File: src/design/bmhpq_pkg.sv
// shared types and codes for the binary min-heap priority queue
// no dependencies; used by the top level and its checker
package bmhpq_pkg;

  typedef enum logic [1:0] {
    CMD_ENQUEUE = 2'd0,
    CMD_DEQUEUE = 2'd1,
    CMD_PEEK    = 2'd2,
    CMD_CLEAR   = 2'd3
  } cmd_t;

  localparam logic [1:0] ST_OK    = 2'd0;
  localparam logic [1:0] ST_EMPTY = 2'd1;
  localparam logic [1:0] ST_FULL  = 2'd2;

  localparam int unsigned PRIO_W  = 32;
  localparam int unsigned TAG_W   = 16;
  localparam int unsigned COUNT_W = 7;

  typedef struct packed {
    cmd_t                     command;
    logic signed [PRIO_W-1:0] priority_req;
    logic [TAG_W-1:0]         tag;
  } in_item_t;

  typedef struct packed {
    logic [1:0]               status;
    logic signed [PRIO_W-1:0] out_priority;
    logic [TAG_W-1:0]         out_tag;
    logic [COUNT_W-1:0]       count;
  } out_item_t;

  typedef struct packed {
    logic signed [PRIO_W-1:0] prio;
    logic [TAG_W-1:0]         tag;
  } entry_t;

  localparam int unsigned ENTRY_W = PRIO_W + TAG_W;

endpackage

File: src/design/bmhpq_ram.sv
// generic single-port-write, single-port-read ram with registered read data
// no dependencies
module bmhpq_ram #(
  parameter int unsigned WIDTH = 48,
  parameter int unsigned DEPTH = 64
) (
  input  logic                     clk,
  input  logic                     we,
  input  logic [$clog2(DEPTH)-1:0] waddr,
  input  logic [WIDTH-1:0]         wdata,
  input  logic                     re,
  input  logic [$clog2(DEPTH)-1:0] raddr,
  output logic [WIDTH-1:0]         rdata
);

  logic [WIDTH-1:0] mem [DEPTH];

  always_ff @(posedge clk) begin
    if (we) begin
      mem[waddr] <= wdata;
    end
    if (re) begin
      rdata <= mem[raddr];
    end
  end

endmodule

File: src/design/binary_min_heap_priority_queue.sv
// binary min-heap priority queue, one command in flight at a time; depends on bmhpq_pkg, bmhpq_ram
// clear and any error go straight to the result register; peek reads the root; enqueue
// climbs from the new last slot while its parent is greater; dequeue reads the root and the
// last entry, then, unless that was the only entry, sinks it from the root towards its smaller
// child; a new command is taken only once the last result is in the output register
// reset (rst_n low, synchronous) empties the queue; the ram is not cleared, as entries at or
// beyond the count are never read
module binary_min_heap_priority_queue #(
  parameter int unsigned CAPACITY = 64
) (
  input  logic                 clk,
  input  logic                 rst_n,
  input  logic                 in_valid,
  output logic                 in_ready,
  input  bmhpq_pkg::in_item_t  in_item,
  output logic                 out_valid,
  input  logic                 out_ready,
  output bmhpq_pkg::out_item_t out_item
);

  localparam int unsigned AW = $clog2(CAPACITY);
  localparam int unsigned CW = $clog2(CAPACITY + 1);
  // wide enough for the right child index of the last slot
  localparam int unsigned EW = AW + 2;

  typedef enum logic [3:0] {
    S_IDLE,
    S_UP,       // hole at pos_r: finish at root or fetch parent
    S_UP_CMP,   // parent data back: move parent down or drop entry in
    S_DQ_ROOT,  // root data back: keep it, fetch last entry
    S_DQ_LAST,  // last entry back: it becomes the moving entry
    S_DN,       // hole at pos_r: finish at a leaf or fetch left child
    S_DN_L,     // left child back: fetch right child if there is one
    S_DN_R,     // right child back: pick the smaller child
    S_PEEK,     // root data back
    S_FIN       // hand the result to the output register
  } state_t;

  state_t               state_r, state_nxt;
  logic [CW-1:0]        cnt_r, cnt_nxt;
  logic [AW-1:0]        pos_r, pos_nxt;
  bmhpq_pkg::entry_t    mov_r, mov_nxt;      // entry being sifted
  bmhpq_pkg::entry_t    left_r, left_nxt;    // left child during sift down
  bmhpq_pkg::entry_t    root_r, root_nxt;    // entry reported in the result
  logic [1:0]           status_r, status_nxt;
  bmhpq_pkg::out_item_t out_r, out_nxt;
  logic                 out_valid_r, out_valid_nxt;

  // ram controls
  logic                  ram_we;
  logic [AW-1:0]         ram_waddr;
  bmhpq_pkg::entry_t     ram_wdata;
  logic                  ram_re;
  logic [AW-1:0]         ram_raddr;
  logic [bmhpq_pkg::ENTRY_W-1:0] ram_rdata;
  bmhpq_pkg::entry_t     rd_entry;

  // child and parent indices
  logic [EW-1:0]         lchild_ext, rchild_ext, cnt_ext;
  logic [AW-1:0]         parent_addr;
  logic                  right_wins;
  bmhpq_pkg::entry_t     cand;
  logic [AW-1:0]         cand_addr;

  assign rd_entry    = bmhpq_pkg::entry_t'(ram_rdata);
  assign lchild_ext  = {1'b0, pos_r, 1'b1};
  assign rchild_ext  = lchild_ext + EW'(1);
  assign cnt_ext     = EW'(cnt_r);
  assign parent_addr = AW'((pos_r - AW'(1)) >> 1);
  // strict compare, so the left child wins ties
  assign right_wins  = rd_entry.prio < left_r.prio;

  always_comb begin
    cand      = rd_entry;
    cand_addr = lchild_ext[AW-1:0];
    if (state_r == S_DN_R) begin
      if (right_wins) begin
        cand_addr = rchild_ext[AW-1:0];
      end else begin
        cand      = left_r;
      end
    end
  end

  bmhpq_ram #(
    .WIDTH(bmhpq_pkg::ENTRY_W),
    .DEPTH(CAPACITY)
  ) u_heap_ram (
    .clk  (clk),
    .we   (ram_we),
    .waddr(ram_waddr),
    .wdata(ram_wdata),
    .re   (ram_re),
    .raddr(ram_raddr),
    .rdata(ram_rdata)
  );

  always_comb begin
    state_nxt     = state_r;
    cnt_nxt       = cnt_r;
    pos_nxt       = pos_r;
    mov_nxt       = mov_r;
    left_nxt      = left_r;
    root_nxt      = root_r;
    status_nxt    = status_r;
    out_nxt       = out_r;
    out_valid_nxt = out_valid_r;
    ram_we        = 1'b0;
    ram_waddr     = pos_r;
    ram_wdata     = mov_r;
    ram_re        = 1'b0;
    ram_raddr     = '0;

    if (out_valid_r && out_ready) begin
      out_valid_nxt = 1'b0;
    end

    case (state_r)
      S_IDLE: begin
        if (in_valid) begin
          root_nxt   = '0;
          status_nxt = bmhpq_pkg::ST_OK;
          state_nxt  = S_FIN;
          case (in_item.command)
            bmhpq_pkg::CMD_ENQUEUE: begin
              if (cnt_r == CW'(CAPACITY)) begin
                status_nxt = bmhpq_pkg::ST_FULL;
              end else begin
                mov_nxt.prio = in_item.priority_req;
                mov_nxt.tag  = in_item.tag;
                pos_nxt      = AW'(cnt_r);
                cnt_nxt      = cnt_r + CW'(1);
                state_nxt    = S_UP;
              end
            end
            bmhpq_pkg::CMD_DEQUEUE, bmhpq_pkg::CMD_PEEK: begin
              if (cnt_r == '0) begin
                status_nxt = bmhpq_pkg::ST_EMPTY;
              end else begin
                ram_re    = 1'b1;
                state_nxt = (in_item.command == bmhpq_pkg::CMD_PEEK) ? S_PEEK : S_DQ_ROOT;
              end
            end
            default: begin
              cnt_nxt = '0;
            end
          endcase
        end
      end

      S_UP: begin
        if (pos_r == '0) begin
          ram_we    = 1'b1;
          state_nxt = S_FIN;
        end else begin
          ram_re    = 1'b1;
          ram_raddr = parent_addr;
          state_nxt = S_UP_CMP;
        end
      end

      S_UP_CMP: begin
        ram_we = 1'b1;
        if (mov_r.prio < rd_entry.prio) begin
          ram_wdata = rd_entry;
          pos_nxt   = parent_addr;
          state_nxt = S_UP;
        end else begin
          state_nxt = S_FIN;
        end
      end

      S_DQ_ROOT: begin
        root_nxt  = rd_entry;
        ram_re    = 1'b1;
        ram_raddr = AW'(cnt_r - CW'(1));
        cnt_nxt   = cnt_r - CW'(1);
        state_nxt = S_DQ_LAST;
      end

      S_DQ_LAST: begin
        mov_nxt   = rd_entry;
        pos_nxt   = '0;
        state_nxt = (cnt_r == '0) ? S_FIN : S_DN;
      end

      S_DN: begin
        if (lchild_ext >= cnt_ext) begin
          ram_we    = 1'b1;
          state_nxt = S_FIN;
        end else begin
          ram_re    = 1'b1;
          ram_raddr = lchild_ext[AW-1:0];
          state_nxt = S_DN_L;
        end
      end

      S_DN_L, S_DN_R: begin
        if (state_r == S_DN_L && rchild_ext < cnt_ext) begin
          left_nxt  = rd_entry;
          ram_re    = 1'b1;
          ram_raddr = rchild_ext[AW-1:0];
          state_nxt = S_DN_R;
        end else begin
          ram_we = 1'b1;
          if (cand.prio < mov_r.prio) begin
            ram_wdata = cand;
            pos_nxt   = cand_addr;
            state_nxt = S_DN;
          end else begin
            state_nxt = S_FIN;
          end
        end
      end

      S_PEEK: begin
        root_nxt  = rd_entry;
        state_nxt = S_FIN;
      end

      S_FIN: begin
        if (!out_valid_r || out_ready) begin
          out_nxt.status       = status_r;
          out_nxt.out_priority = root_r.prio;
          out_nxt.out_tag      = root_r.tag;
          out_nxt.count        = bmhpq_pkg::COUNT_W'(cnt_r);
          out_valid_nxt        = 1'b1;
          state_nxt            = S_IDLE;
        end
      end

      default: begin
        state_nxt = S_IDLE;
      end
    endcase
  end

  always_ff @(posedge clk) begin
    if (!rst_n) begin
      state_r     <= S_IDLE;
      cnt_r       <= '0;
      out_valid_r <= 1'b0;
    end else begin
      state_r     <= state_nxt;
      cnt_r       <= cnt_nxt;
      out_valid_r <= out_valid_nxt;
    end
    pos_r    <= pos_nxt;
    mov_r    <= mov_nxt;
    left_r   <= left_nxt;
    root_r   <= root_nxt;
    status_r <= status_nxt;
    out_r    <= out_nxt;
  end

  // one command at a time; the output register lets a result wait while idle
  assign in_ready  = (state_r == S_IDLE);
  assign out_valid = out_valid_r;
  assign out_item  = out_r;

endmodule

File: config.mk
export PLATFORM = sky130hd
export DESIGN_NAME = binary_min_heap_priority_queue
export DESIGN_NICKNAME = d
export VERILOG_FILES = /design/src/design/bmhpq_pkg.sv /design/src/design/bmhpq_ram.sv /design/src/design/binary_min_heap_priority_queue.sv
export SDC_FILE = /design/constraint.sdc
export NUM_CORES = 2
export LEC_CHECK = 0
export BUFFER_PORTS_ARGS = -buffer_cell sky130_fd_sc_hd__buf_2
export CAP_MARGIN = 5
export CORE_UTILIZATION = 45
export CTS_CLUSTER_SIZE = 20
export DETAILED_ROUTE_END_ITERATION = 7
export PLACE_DENSITY_LB_ADDON = 0.1
export SLEW_MARGIN = 10
export SYNTH_ARGS = -nofsm -noshare
export SYNTH_HDL_FRONTEND = slang
export SYNTH_SLANG_ARGS = --single-unit
File: constraint.sdc
create_clock -name clk -period 9.7 [get_ports clk]
set_input_delay 0.97 -clock clk [delete_from_list [all_inputs] [get_ports clk]]
set_output_delay 0.97 -clock clk [all_outputs]
set_load 0.005 [all_outputs]
==> metrics <==
Yosys top cell by area=edfxtp_1; non-filler cells, final=14,273; vias in the first global route=82,915; final wirelength=491,000 um; CTS tree=built; Synth cell types=80; max-capacitance violation count=0; antenna violations before repair=61; vias per cell=6.27; Finished Cell Area=153,000 um^2; htree depth=5; Initial DRC Count=14,458; CP Launch Type=register; pre-CTS WS=1.80 ns; total track usage=31.9%; Syn Inst Count=9,910; setup TNS=0 ns; Row Count=201; Seq/Total Area, Yosys=74.0%; Post-synth EDFFs=3,329; CP endpoint kind=register; post-layout minimum cycle time=8.13 ns; Power Total=42.2 mW; CTS clk-pin slew, worst paths=0.07 ns; Pleak=54.3 nW; Int Pwr=27.8 mW; most common cell in the netlist=edfxtp_1; synth top area cells=edfxtp_1, nand2_1, nand3_1; Least-Margin Pin Slew=1.38 ns; mux share of post-synthesis cell area=3.92%; hold_sp=rst_n; post-route ant nets=0; fmax=0.123 GHz; final count of negative-setup-slack endpoints=0; filler cell count=25,234; post-synthesis net count=10,078; Crit Path Class=register to register; die width=551 um; simple-gate share of the synthesized area=12.7%; adder-cell area share of the yosys netlist=1.05%; relative slew slack=8.18%; Placed Area=142,000 um^2; Congestion Overflow GR=0; Initial Util=45.2%; peak supply drop=0.372 mV; Sequential Area=100,000 um^2; Crit path arrival time=8.66 ns; Hold Buf Count CTS=0; final estimated routing congestion in global placement=0.866; switch share=34.1%; Post-synth ARST share=0%; Tcrit/Tclk final=83.8%; multi-input logic area=32,600 um^2; clk sinks=3,341; RSZ-0062 raised after global routing=false; failing checks=DRC; first-pass GRT wire length=673,000 um; Setup WS post-layout=1.57 ns; Synth Cell Area=135,000 um^2; clk root buf=clkbuf_16; core area=300,000 um^2; Syn-to-layout area delta=13.0%; pwr dens=276 nW/um^2; largest net degree at the start of global routing=151; placed insts=13,623; status=complete, but fails checks; Syn Area/Cell=13.7 um^2; Synth top area share=73.8%; I/O pin cnt=113; post-route DRC violation count=1; Ys Warns=0; Synth Area in Compound Gates=5.67%; Psw=14.4 mW; XOR/XNOR Fraction of Synth Area=0.116%; dpl hpwl=253,000 um; clock skew=0.0475 ns; share of power burned in registers=42.7%; die height=551 um; Clk pwr share=31.3%; number of I/O port buffers=112; most frequent cells after synthesis=edfxtp_1, nand2_1, nand3_1; Primary FF master, synth=edfxtp_1; worst r2r src=u_heap_ram.rdata[31]; post-CTS setup repair buffer count=0; Combinational Power Share=26.1%; DRT Pass-1 Iters=8; Setup crit start=u_heap_ram.rdata[31]; Routed WL per cell=34.4 um; post-synthesis register bit count=3,341; worst-skew pair later-pin latency=0.95 ns; detailed-route via count=89,538; Worst Path Required=10.23 ns; post_cts resized=0; worst hold path class=input port to register; layout cell share with drive strength beyond 1=10.5%; # nets final=10,188; final-report max-slew violation count=0; combinational family with the most area after synthesis=simple AND/OR/NAND/NOR gates; die area=303,000 um^2; CP max FO=64; CTS buffer count=352; clock buffer depth=4; Final Hold Fails=0
[kinds of logic after synthesis]
group | Yosys count
compound gates | 1139
xor+xnor | 18
fa+ha+maj | 114
buf+inv | 841
flops | 3341
mux | 524
simple gates | 3933
[cells in the final DEF, fill, tap and decap left out, types with 66 or more instances in the layout]
cell	instances
buf_2	112
a21oi_1	437
inv_1	194
buf_4	242
a221oi_1	85
nor4_1	71
clkbuf_16	358
nand3_1	1145
a311oi_1	119
clkbuf_1	67
ha_1	114
nor2_4	66
mux2i_1	472
clkinv_1	96
a211oi_1	126
edfxtp_1	3329
nand2_1	2340
[power groups by stage]
stage                     logic (mW)  clock network, mW  registers (mW)
after global placement          10.7                  0            18.3
after floorplan                 6.37                  0            18.0
after CTS                       10.8               13.3            18.0
after global routing            11.6               13.8            18.0
after detailed placement        10.7                  0            18.3
final                           11.0               13.2            18.0
[critical path: stages, from the launching register on]
cell      delay, ns
edfxtp_1       0.46
ha_1           0.33
and4_1         0.31
o211ai_1       0.11
o32ai_1        0.48
o21a_1         0.25
nor2_1         0.07
xnor2_1        0.17
nor2_4         0.49
buf_4          0.52
o21ai_0        0.21
ha_1           0.33
a21oi_1        0.15
nor2b_1        0.06
o21ai_0        0.14
nand2_1        0.12
a221oi_1       0.41
nand3_1        0.20
or3_2          0.54
nand3_2        0.13
mux2_4         0.90
a221o_2        1.18
[through the flow]
stage	hold WS, ns	util, %
3_5_place_dp	0.405	47.3
3_3_place_gp	0.403	47.3
4_1_cts	0.244	51.0
2_1_floorplan	0.400	-
6_report	0.285	51.1
5_1_grt	0.330	51.1
[layer usage]
layer  global-route usage, %  share of wire [%]  up-vias
met5                       0              0.024        -
met4                    11.4                3.6       16
met3                    7.33                 12      914
met2                    48.1                 45     5671
met1                    45.4                 40    45638
li1                        -                  -    37299
[flip-flops by register name (all words and copies together), names as in the netlist]
name / count
pos_r: 6
cnt_r: 7
mov_r: 48
out_item: 57
out_valid: 1
root_r: 48
u_heap_ram.rdata: 48
state_r: 4
u_heap_ram.mem: 3072
status_r: 2
left_r: 48
[final cells by class]
class | count | share of cell area [%]
inverters | 196 | 0.481
clock buffers | 425 | 6.02
clock inverters | 207 | 1.19
diodes | 17 | 0.0278
repair buffers | 401 | 2.17
well taps | 3958 | 3.24
flip-flops and latches | 3341 | 65.5
multi-input cells | 5728 | 21.3
[worst paths after layout]
check                            to  depth (start not counted)  slack, ns
max reg2reg  u_heap_ram.mem[58][39]                         21       1.57
max          u_heap_ram.mem[58][39]                         21       1.57
min reg2reg            out_item[52]                          0       0.42
min                      state_r[1]                          3       0.29
Note: power is estimated with default switching activity, not from simulation.
